--- src/hw/rtl/afaq_pkg.sv ---
// Shared types and constants for the angle frame average quantizer.
package afaq_pkg;
  localparam int unsigned FRAME_BYTES = 11;
  localparam logic [7:0] HEAD_MARK = 8'hFF;
  localparam logic [7:0] TAIL_MARK = 8'hFE;
  localparam logic [30:0] BAND_RESET [6] = '{31'd6554, 31'd19661, 31'd32768,
                                             31'd45875, 31'd65536, 31'd131072};
  localparam logic [4:0] BAND_LEVEL [6] = '{5'd0, 5'd1, 5'd2, 5'd3, 5'd4, 5'd6};
  localparam logic [4:0] LEVEL_TOP = 5'd8;
  localparam logic [7:0] SIGN_BOTH  = 8'd0;
  localparam logic [7:0] SIGN_PITCH = 8'd1;
  localparam logic [7:0] SIGN_YAW   = 8'd2;
  localparam logic [2:0] REG_COUNT = 3'd6;

  typedef enum logic [2:0] {
    ST_IDLE, ST_CONV, ST_SUM, ST_DIV, ST_QUANT, ST_OUT
  } afaq_state_t;

  typedef struct packed {
    logic store_byte;
    logic frame_end;
    logic conv;
    logic sum_step;
    logic div_start;
    logic quant;
  } afaq_cmd_t;

  typedef struct packed {
    logic frame_ok;
    logic sum_done;
    logic div_done;
  } afaq_status_t;

  // IEEE single to Q16.16, truncating toward zero, saturating; NaN gives zero.
  function automatic logic signed [31:0] single_to_q(input logic [31:0] bits);
    logic [7:0] expo;
    logic [23:0] mant;
    logic [38:0] mag;
    logic signed [31:0] res;
    expo = bits[30:23];
    mant = {1'b1, bits[22:0]};
    mag = '0;
    res = '0;
    if (expo == 8'hFF) begin
      if (bits[22:0] != 23'd0) res = '0;
      else res = bits[31] ? 32'sh80000000 : 32'sh7FFFFFFF;
    end else if (expo == 8'd0 || expo < 8'd111) begin
      res = '0;
    end else if (expo >= 8'd142) begin
      res = bits[31] ? 32'sh80000000 : 32'sh7FFFFFFF;
    end else begin
      if (expo >= 8'd134) mag = {15'd0, mant} << (expo - 8'd134);
      else mag = {15'd0, mant} >> (8'd134 - expo);
      if (bits[31]) res = (mag >= 39'h80000000) ? 32'sh80000000 : -$signed(mag[31:0]);
      else res = (mag >= 39'h80000000) ? 32'sh7FFFFFFF : $signed(mag[31:0]);
    end
    return res;
  endfunction

  function automatic logic signed [31:0] neg_sat(input logic signed [31:0] v);
    return (v == 32'sh80000000) ? 32'sh7FFFFFFF : -v;
  endfunction
endpackage

--- src/hw/rtl/afaq_ctrl.sv ---
// Controller state machine for the angle frame average quantizer.
module afaq_ctrl (
  input  logic                  clk,
  input  logic                  rst_n,
  input  logic                  in_valid,
  output logic                  in_ready,
  input  logic                  in_req_type,
  output logic                  out_valid,
  input  logic                  out_ready,
  output afaq_pkg::afaq_cmd_t   cmd,
  input  afaq_pkg::afaq_status_t status
);
  import afaq_pkg::*;
  afaq_state_t state_r, state_nxt;

  always_ff @(posedge clk) begin
    if (!rst_n) state_r <= ST_IDLE;
    else state_r <= state_nxt;
  end

  always_comb begin
    state_nxt = state_r;
    cmd = '0;
    in_ready = 1'b0;
    out_valid = 1'b0;
    case (state_r)
      ST_IDLE: begin
        in_ready = 1'b1;
        if (in_valid) begin
          if (!in_req_type) cmd.store_byte = 1'b1;
          else begin
            cmd.frame_end = 1'b1;
            state_nxt = ST_CONV;
          end
        end
      end
      ST_CONV: begin
        if (status.frame_ok) begin
          cmd.conv = 1'b1;
          state_nxt = ST_SUM;
        end else state_nxt = ST_OUT;
      end
      ST_SUM: begin
        cmd.sum_step = 1'b1;
        if (status.sum_done) begin
          cmd.div_start = 1'b1;
          state_nxt = ST_DIV;
        end
      end
      ST_DIV: if (status.div_done) state_nxt = ST_QUANT;
      ST_QUANT: begin
        cmd.quant = 1'b1;
        state_nxt = ST_OUT;
      end
      ST_OUT: begin
        out_valid = 1'b1;
        if (out_ready) state_nxt = ST_IDLE;
      end
      default: state_nxt = ST_IDLE;
    endcase
  end
endmodule

--- src/hw/rtl/afaq_datapath.sv ---
// Frame store, sample windows, summing, division and quantizing datapath.
module afaq_datapath #(
  parameter int unsigned RX_BUFFER_BYTES = 64,
  parameter int unsigned WINDOW_DEPTH = 5
) (
  input  logic                   clk,
  input  logic                   rst_n,
  input  afaq_pkg::afaq_cmd_t    cmd,
  output afaq_pkg::afaq_status_t status,
  input  logic [7:0]             in_rx_byte,
  input  logic [30:0]            band_limit [6],
  output logic                   out_frame_ok,
  output logic [6:0]             out_frame_length,
  output logic signed [31:0]     out_avg_yaw,
  output logic signed [31:0]     out_avg_pitch,
  output logic signed [4:0]      out_level_yaw,
  output logic signed [4:0]      out_level_pitch
);
  import afaq_pkg::*;
  localparam int CW = $clog2(RX_BUFFER_BYTES + 1);
  localparam int WW = (WINDOW_DEPTH > 1) ? $clog2(WINDOW_DEPTH) : 1;
  localparam int NW = $clog2(WINDOW_DEPTH + 1);
  localparam int SW = 32 + NW;
  localparam int DCW = $clog2(SW + 1);
  localparam logic [CW-1:0] CMAX = CW'(RX_BUFFER_BYTES);

  logic [7:0] store_r [FRAME_BYTES];
  logic [CW-1:0] count_r;
  logic signed [31:0] yaw_w_r [WINDOW_DEPTH];
  logic signed [31:0] pitch_w_r [WINDOW_DEPTH];
  logic [WW-1:0] slot_r;
  logic [NW-1:0] fill_r, n_r;
  logic [WW-1:0] idx_r;
  logic signed [SW-1:0] sy_r, sp_r;
  logic ok_r;
  logic [6:0] len_r;
  // shared restoring divider: both axes iterate together
  logic [SW-1:0] qy_r, qp_r, ry_r, rp_r;
  logic ny_r, np_r, busy_r;
  logic [DCW-1:0] dcnt_r;
  logic signed [31:0] ay_r, ap_r;
  logic signed [4:0] ly_r, lp_r;

  wire hdr_ok = store_r[0] == HEAD_MARK && store_r[FRAME_BYTES-1] == TAIL_MARK;

  function automatic logic signed [4:0] quant(input logic signed [31:0] a,
                                              input logic [30:0] lim [6]);
    logic [31:0] mag;
    logic [4:0] l;
    mag = a[31] ? 32'(-a) : 32'(a);
    l = LEVEL_TOP;
    for (int i = 5; i >= 0; i--) if (mag <= {1'b0, lim[i]}) l = BAND_LEVEL[i];
    return a[31] ? -$signed(l) : $signed(l);
  endfunction

  always_ff @(posedge clk) begin
    if (!rst_n) begin
      for (int i = 0; i < FRAME_BYTES; i++) store_r[i] <= '0;
      for (int i = 0; i < WINDOW_DEPTH; i++) begin
        yaw_w_r[i] <= '0;
        pitch_w_r[i] <= '0;
      end
      count_r <= '0;
      slot_r <= '0;
      fill_r <= '0;
      busy_r <= 1'b0;
      ok_r <= 1'b0;
    end else begin
      if (cmd.store_byte && count_r < CMAX) begin
        if (count_r < CW'(FRAME_BYTES)) store_r[count_r[3:0]] <= in_rx_byte;
        count_r <= count_r + 1'b1;
      end
      if (cmd.frame_end) begin
        len_r <= 7'(count_r);
        ok_r <= (count_r != '0) && hdr_ok;
        count_r <= '0;
        ay_r <= '0;
        ap_r <= '0;
        ly_r <= '0;
        lp_r <= '0;
      end
      if (cmd.conv) begin : conv_blk
        logic signed [31:0] y, p;
        y = single_to_q({store_r[4], store_r[3], store_r[2], store_r[1]});
        p = single_to_q({store_r[8], store_r[7], store_r[6], store_r[5]});
        case (store_r[9])
          SIGN_BOTH: begin y = neg_sat(y); p = neg_sat(p); end
          SIGN_PITCH: p = neg_sat(p);
          SIGN_YAW: y = neg_sat(y);
          default: ;
        endcase
        yaw_w_r[slot_r] <= y;
        pitch_w_r[slot_r] <= p;
        slot_r <= (slot_r == WW'(WINDOW_DEPTH - 1)) ? '0 : slot_r + 1'b1;
        n_r <= (fill_r < NW'(WINDOW_DEPTH)) ? fill_r + 1'b1 : NW'(WINDOW_DEPTH);
        if (fill_r < NW'(WINDOW_DEPTH)) fill_r <= fill_r + 1'b1;
        idx_r <= '0;
        sy_r <= '0;
        sp_r <= '0;
      end
      if (cmd.sum_step) begin
        sy_r <= sy_r + SW'(yaw_w_r[idx_r]);
        sp_r <= sp_r + SW'(pitch_w_r[idx_r]);
        idx_r <= idx_r + 1'b1;
      end
      if (cmd.div_start) begin : ds
        logic signed [SW-1:0] fy, fp;
        fy = sy_r + SW'(yaw_w_r[idx_r]);
        fp = sp_r + SW'(pitch_w_r[idx_r]);
        ny_r <= fy[SW-1];
        np_r <= fp[SW-1];
        qy_r <= fy[SW-1] ? SW'(-fy) : SW'(fy);
        qp_r <= fp[SW-1] ? SW'(-fp) : SW'(fp);
        ry_r <= '0;
        rp_r <= '0;
        dcnt_r <= DCW'(SW);
        busy_r <= 1'b1;
      end
      if (busy_r) begin : dv
        logic [SW:0] ty, tp;
        ty = {ry_r, qy_r[SW-1]};
        tp = {rp_r, qp_r[SW-1]};
        if (ty >= (SW+1)'(n_r)) begin
          ry_r <= SW'(ty - (SW+1)'(n_r)); qy_r <= {qy_r[SW-2:0], 1'b1};
        end else begin
          ry_r <= SW'(ty); qy_r <= {qy_r[SW-2:0], 1'b0};
        end
        if (tp >= (SW+1)'(n_r)) begin
          rp_r <= SW'(tp - (SW+1)'(n_r)); qp_r <= {qp_r[SW-2:0], 1'b1};
        end else begin
          rp_r <= SW'(tp); qp_r <= {qp_r[SW-2:0], 1'b0};
        end
        dcnt_r <= dcnt_r - 1'b1;
        if (dcnt_r == DCW'(1)) busy_r <= 1'b0;
      end
      // quotients are settled by now; sign them and take the levels together
      if (cmd.quant) begin : qt
        logic signed [31:0] vy, vp;
        vy = ny_r ? -$signed(qy_r[31:0]) : $signed(qy_r[31:0]);
        vp = np_r ? -$signed(qp_r[31:0]) : $signed(qp_r[31:0]);
        ay_r <= vy;
        ap_r <= vp;
        ly_r <= quant(vy, band_limit);
        lp_r <= quant(vp, band_limit);
      end
    end
  end

  assign status.frame_ok = ok_r;
  assign status.sum_done = (NW'(idx_r) + 1'b1) >= n_r;
  assign status.div_done = !busy_r && !cmd.div_start;
  assign out_frame_ok = ok_r;
  assign out_frame_length = len_r;
  assign out_avg_yaw = ay_r;
  assign out_avg_pitch = ap_r;
  assign out_level_yaw = ly_r;
  assign out_level_pitch = lp_r;
endmodule

--- src/hw/rtl/afaq_regs.sv ---
// APB-style register file for the band limits.
module afaq_regs (
  input  logic        clk,
  input  logic        rst_n,
  input  logic        psel,
  input  logic        penable,
  input  logic        pwrite,
  input  logic [4:0]  paddr,
  input  logic [31:0] pwdata,
  output logic [31:0] prdata,
  output logic        pready,
  output logic [30:0] band_limit [6]
);
  import afaq_pkg::*;
  logic [30:0] lim_r [6];
  wire [2:0] idx = paddr[4:2];

  always_ff @(posedge clk) begin
    if (!rst_n) begin
      for (int i = 0; i < 6; i++) lim_r[i] <= BAND_RESET[i];
    end else if (psel && penable && pwrite && idx < REG_COUNT) begin
      lim_r[idx] <= pwdata[30:0];
    end
  end

  assign pready = 1'b1;
  assign prdata = (idx < REG_COUNT) ? {1'b0, lim_r[idx]} : '0;
  assign band_limit = lim_r;
endmodule

--- src/hw/rtl/angle_frame_average_quantizer.sv ---
// Top level of the angle frame average quantizer.
//  channel | direction | handshake            | payload
//  in      | input     | in_valid/in_ready    | req_type, rx_byte
//  out     | output    | out_valid/out_ready  | frame_ok .. level_pitch
//  cfg     | input     | APB psel/penable     | six band limits
// A byte item is stored as it is taken. An idle item runs the window summing
// for valid frames, then the bit-serial divider of 35 steps, and goes straight
// to the result for rejected ones, then waits for the result to be taken.
// Reset is synchronous; store and windows clear to zero in the reset cycle.
// A stalled result holds the block; no new item is taken until it leaves.
module angle_frame_average_quantizer #(
  parameter int unsigned RX_BUFFER_BYTES = 64,
  parameter int unsigned WINDOW_DEPTH = 5
) (
  input  logic               clk,
  input  logic               rst_n,
  input  logic               in_valid,
  output logic               in_ready,
  input  logic               in_req_type,
  input  logic [7:0]         in_rx_byte,
  output logic               out_valid,
  input  logic               out_ready,
  output logic               out_frame_ok,
  output logic [6:0]         out_frame_length,
  output logic signed [31:0] out_avg_yaw,
  output logic signed [31:0] out_avg_pitch,
  output logic signed [4:0]  out_level_yaw,
  output logic signed [4:0]  out_level_pitch,
  input  logic               psel,
  input  logic               penable,
  input  logic               pwrite,
  input  logic [4:0]         paddr,
  input  logic [31:0]        pwdata,
  output logic [31:0]        prdata,
  output logic               pready
);
  import afaq_pkg::*;
  afaq_cmd_t cmd;
  afaq_status_t status;
  logic [30:0] band_limit [6];

  afaq_regs u_regs (.clk, .rst_n, .psel, .penable, .pwrite, .paddr, .pwdata,
                    .prdata, .pready, .band_limit);

  afaq_ctrl u_ctrl (.clk, .rst_n, .in_valid, .in_ready, .in_req_type,
                    .out_valid, .out_ready, .cmd, .status);

  afaq_datapath #(.RX_BUFFER_BYTES(RX_BUFFER_BYTES), .WINDOW_DEPTH(WINDOW_DEPTH))
    u_dp (.clk, .rst_n, .cmd, .status, .in_rx_byte, .band_limit, .out_frame_ok,
          .out_frame_length, .out_avg_yaw, .out_avg_pitch, .out_level_yaw,
          .out_level_pitch);
endmodule

--- config.mk ---
export PLATFORM = sky130hd
export DESIGN_NAME = angle_frame_average_quantizer
export DESIGN_NICKNAME = d
export VERILOG_FILES = /design/src/hw/rtl/afaq_pkg.sv /design/src/hw/rtl/afaq_ctrl.sv /design/src/hw/rtl/afaq_datapath.sv /design/src/hw/rtl/afaq_regs.sv /design/src/hw/rtl/angle_frame_average_quantizer.sv
export SDC_FILE = /design/constraint.sdc
export NUM_CORES = 2
export LEC_CHECK = 0
export BUFFER_PORTS_ARGS = -buffer_cell sky130_fd_sc_hd__buf_2
export CELL_PAD_IN_SITES_DETAIL_PLACEMENT = 1
export CELL_PAD_IN_SITES_GLOBAL_PLACEMENT = 2
export CORE_ASPECT_RATIO = 0.8
export CORE_MARGIN = 2
export CORE_UTILIZATION = 43
export CTS_CLUSTER_DIAMETER = 200
export DETAILED_ROUTE_END_ITERATION = 7
export PLACE_DENSITY_LB_ADDON = 0.05
export SLEW_MARGIN = 5
export SYNTH_ARGS = -nofsm -noshare
export SYNTH_HDL_FRONTEND = slang
export SYNTH_SLANG_ARGS = --single-unit
--- constraint.sdc ---
create_clock -name clk -period 13.4 [get_ports clk]
set_input_delay 1.34 -clock clk [delete_from_list [all_inputs] [get_ports clk]]
set_output_delay 1.34 -clock clk [all_outputs]
set_load 0.02 [all_outputs]
==> flow_results.org <==
** Setup path
- Cell with the largest stage delay on the worst path :: sky130_fd_sc_hd__ha_1
- The largest single stage delay on the critical path is roughly 1200 ps.
- Data arrival time of the critical path :: ~10000 ps
- In this run the critical register-to-register path is captured at u_dp.yaw_w_r[3][31].
- For the worst flop-to-flop path, the logic depth is 19.
- Setup slack of the worst register-to-register path :: 3880 ps
- Kind of critical path :: reg -> reg
- STA classifies the critical path endpoint as a flip-flop.
- The worst setup path is launched from a flip-flop.
- Traced cell by cell, the critical path runs through buf_4, inv_1, ha_1, inv_2, nand2_1, nand2_1, mux4_2, a221oi_2, ha_1, nand3_1, or3_1, or2_1, a2111oi_1, o2111ai_1, or4_1, nand4bb_1, a41o_1, a21oi_2, nor2_1.
- Of all nets on the critical path, the largest fanout is 28.
- At the worst endpoint, the required time is 13870 ps.
- The worst register-to-register path begins at u_dp.store_r[3][7].

** Clock tree
- In this run, post-CTS hold repair placed 0 buffers.
- Clock Pin Slew Worst Setup and Hold Paths :: 60 ps
- The H-tree was split into 3 levels.
- CTS buffer count :: 117
- The later pin in the worst-skew pair is clocked with a latency of approximately 820 ps.
- Once the clock tree was built, the setup fixing pass inserted 0 buffers.
- The longest clock path from root to sink contains 3 buffers.
- The clock net in this run drives a total of 1112 sinks.
- TritonCTS built the clock tree.
- The tree is rooted in a sky130_fd_sc_hd__clkbuf_16.
- CTS-repair resized insts :: 0

** Global routing
- Vias in the first global route :: 63800
- The total overflow left after global routing is 0.
- Maximum number of pins on one net before global-route repair :: 130
- The first global-routing pass estimated approximately 430 mm of wire.
- Antenna violations before repair :: 5
- In the global route stage, overall resource usage came out at 31.4%.

** Floorplan
- In this run the count of I/O pins placed on the die edge is 170.
- Die width :: roughly 470 microns
- Initial core utilization :: 43.4%
- Std cell rows :: 137
- The floorplan step defined a die boundary enclosing 180000 sq um.
- Core area :: 175000 sq um
- Measured along the y axis, the die boundary spans 380 microns.

** Logic synthesis
- Among all flip-flop cells after synthesis, the most frequent one is sky130_fd_sc_hd__edfxtp_1.
- Counting flops with an async set or reset pin after synthesis yields a share of 0%.
- The average instance in the mapped netlist occupies 9.78 sq um.
- Post-synth EDFFs :: between 800 and 900
- The number of different library cells used by synthesis comes to 120.
- When the netlist entered floorplanning its net count stood at between 8000 and 9000.
- Of the synthesized area, sequential elements account for 41.2%.
- Counting every instance in the synthesized netlist gives roughly 7800.
- Yosys printed 0 warnings.
- The synthesized design contains 1112 register bits.
- Total standard cell area after synthesis :: between 70000 and 80000 sq um

** Timing
- Count of pins over their slew limit :: 0
- Worst clock skew :: 84.5 ps
- Final hold viol count :: 0
- Final critical path time including I/O delays and setup :: 9520 ps
- RSZ-0062 raised after global routing :: false
- Highest attainable clock frequency :: about 0.11 GHz
- Setup total negative slack on the finished layout was measured at 0 ps.
- In the finished design, the share of the clock period the worst path needs comes to between 70% and 80%.
- For the pin with the worst max-slew slack, the measured transition is 1350 ps.
- Endpoints failing setup :: 0
- Rel. slew slack :: 8.88%
- Final hold analysis gives a worst-case slack of 469 ps.

** Detailed routing
- Per-cell routed wire length :: 28.4 microns
- The count of nets left with antenna violations once routing finished came out at 0.
- Number of violations reported at the end of detailed-routing iteration 0 :: roughly 6400
- Router iterations before antenna repair :: 7
- Per-cell via count in the routed design :: 6.31
- Across all layers, the routed design uses around 64000 vias.
- Total DRC errors in the routed layout :: 0
- Final WL :: 288 mm

** Placement
- Detailed-placement wirelength estimate :: 210 mm
- RD Place Congestion :: 0.940
- # port buffers :: between 150 and 200
- In this run the cell area measured after placement is 79200 sq um.
- Counting tap cells, the placed design contains a total of 9938 instances.

** Final layout
- Final net count :: 8302
- Final Core Density :: 47.6%
- After filler insertion, the fill cell instance count of the layout stands at 19400.
- Of the cells placed in the final design, the portion with a size suffix greater than 1 is around an eighth.
- After the flow finishes, the layout carries non-filler instances totaling 10200.
- After routing the design area is approximately 83000 sq um.
- Compared with the post-synthesis result, the final layout area differs by 9.64%.

** Hold path
- Along the worst hold path, the cell count comes to 2.
- The worst hold path begins at u_dp.store_r[10][3].
- For hold timing, the worst endpoint is u_dp.store_r[10][3].
- Tightest Hold Check Type :: reg -> reg

** Pwr
- Maximum ir drop on the vdd rail :: 115 uV
- For this design the static power due to leakage is 0.0302 uW.
- Power spread over the standard cell area amounts to about 100 nW/um^2.

** Status
- The run finished with clean final reports.

** Flow run
- Max-cap violations :: 0
==> cells in the mapped netlist, types with 129 or more instances <==
library cell               number  area (sq um)
sky130_fd_sc_hd__edfxtp_1     897         26900
sky130_fd_sc_hd__nand2_1      786          2950
sky130_fd_sc_hd__nor2_1       779          2920
sky130_fd_sc_hd__a21oi_1      500          2500
sky130_fd_sc_hd__ha_1         481          6020
sky130_fd_sc_hd__inv_1        353          1330
sky130_fd_sc_hd__clkbuf_1     331          1240
sky130_fd_sc_hd__o21ai_0      318          1590
sky130_fd_sc_hd__dfxtp_1      215          4300
sky130_fd_sc_hd__mux4_2       190          4280
sky130_fd_sc_hd__nand3_1      178           891
sky130_fd_sc_hd__xnor2_1      175          1530
sky130_fd_sc_hd__xor2_1       169          1480
sky130_fd_sc_hd__nor3_1       137           686
sky130_fd_sc_hd__a21o_1       136          1020
sky130_fd_sc_hd__and2_1       132           826
sky130_fd_sc_hd__mux2i_1      129          1290
==> layout make-up <==
cell class,instances,area (sq um),share of cell area [%]
multi-input cells,5846,41700,50.2
flip-flops and latches,1112,31300,37.6
clock buffers,149,3180,3.83
well taps,2293,2870,3.45
repair buffers,326,2040,2.45
inverters,361,1360,1.64
clock inverters,68,739,0.889
diodes,2,5.00,0.00602
==> per-layer routing <==
metal / track usage, % / share of wire, %
met2: 46.9 / 43
met3: 3.84 / 6.5
met4: 7.32 / 2.4
met1: 48.0 / 48
met5: 0 / 0
==> critical path, delay by kind of cell, from the launching register on <==
| family | cells | cell delay [ps] |
|---|---|---|
| flip-flops | 1 | 320 |
| multiplexers | 1 | 520 |
| adder cells (fa/ha/maj) | 2 | 1470 |
| AO/OA/AOI/OAI | 5 | 2540 |
| AND/OR/NAND/NOR | 8 | 3310 |
| buffers and inverters | 3 | 1030 |
==> cell usage in the layout, fill, tap and decap left out, drive strengths merged, types with 136 or more instances in the layout <==
| cell type | count |
|---|---|
| edfxtp | 897 |
| o21ai | 340 |
| inv | 360 |
| a21oi | 502 |
| nand3 | 178 |
| dfxtp | 215 |
| xor2 | 169 |
| clkbuf | 149 |
| nor2 | 784 |
| buf | 326 |
| a21o | 136 |
| nor3 | 139 |
| mux4 | 190 |
| xnor2 | 176 |
| nand2 | 787 |
| ha | 481 |
==> stage by stage <==
stage	power (uW)	setup slack, ps
finish	8320	3880
detailed placement	5010	3940
global route	8590	3310
floorplan	4630	4880
global placement	4990	4140
CTS	8360	3950
==> power breakdown <==
group | internal, uW | total [uW] | switching, uW | leakage [uW]
logic | 339 | 1080 | 742 | 0.0180
clock network | 1850 | 3370 | 1520 | 0.00190
registers | 3820 | 3880 | 54.0 | 0.0103
==> state kept, by name (all words and copies together) (netlist names), 6 cells and up, named ones only <==
signal                 count
u_dp.ry_r                 35
u_dp.sp_r                 35
u_dp.store_r              88
u_regs.band_limit        186
u_dp.qp_r                 35
u_dp.yaw_w_r             256
u_dp.sy_r                 35
u_dp.out_avg_pitch        32
u_dp.out_frame_length      7
u_dp.dcnt_r                6
u_dp.rp_r                 35
u_dp.pitch_w_r           256
u_dp.out_avg_yaw          32
u_dp.qy_r                 35
u_dp.count_r               7
==> worst max-delay path by stage <==
stage          depth (start not counted)                     to          startpoint  slack (ps)
2_1_floorplan                          4         u_dp.dcnt_r[0]               rst_n        4880
5_1_grt                               21  u_dp.pitch_w_r[7][10]  u_dp.store_r[7][7]        3310
3_3_place_gp                          19    u_dp.yaw_w_r[5][31]  u_dp.store_r[4][0]        4140
3_5_place_dp                          19    u_dp.yaw_w_r[6][31]  u_dp.store_r[4][0]        3940
4_1_cts                               19    u_dp.yaw_w_r[3][31]  u_dp.store_r[4][0]        3950
6_report                              19    u_dp.yaw_w_r[3][31]  u_dp.store_r[3][7]        3880
==> cells by family after synthesis <==
family	count (synthesis)	share of synthesized area [%]
adders and majority gates	485	8.04
buffers and inverters	801	4.23
xor gates and xnor gates	345	3.99
AOI/OAI and AO/OA	1794	15.6
other	2	0.00990
muxes	438	9.12
DFF	1112	41.2
and+or+nand+nor	2782	17.8
(Power assumes the default switching activity.)
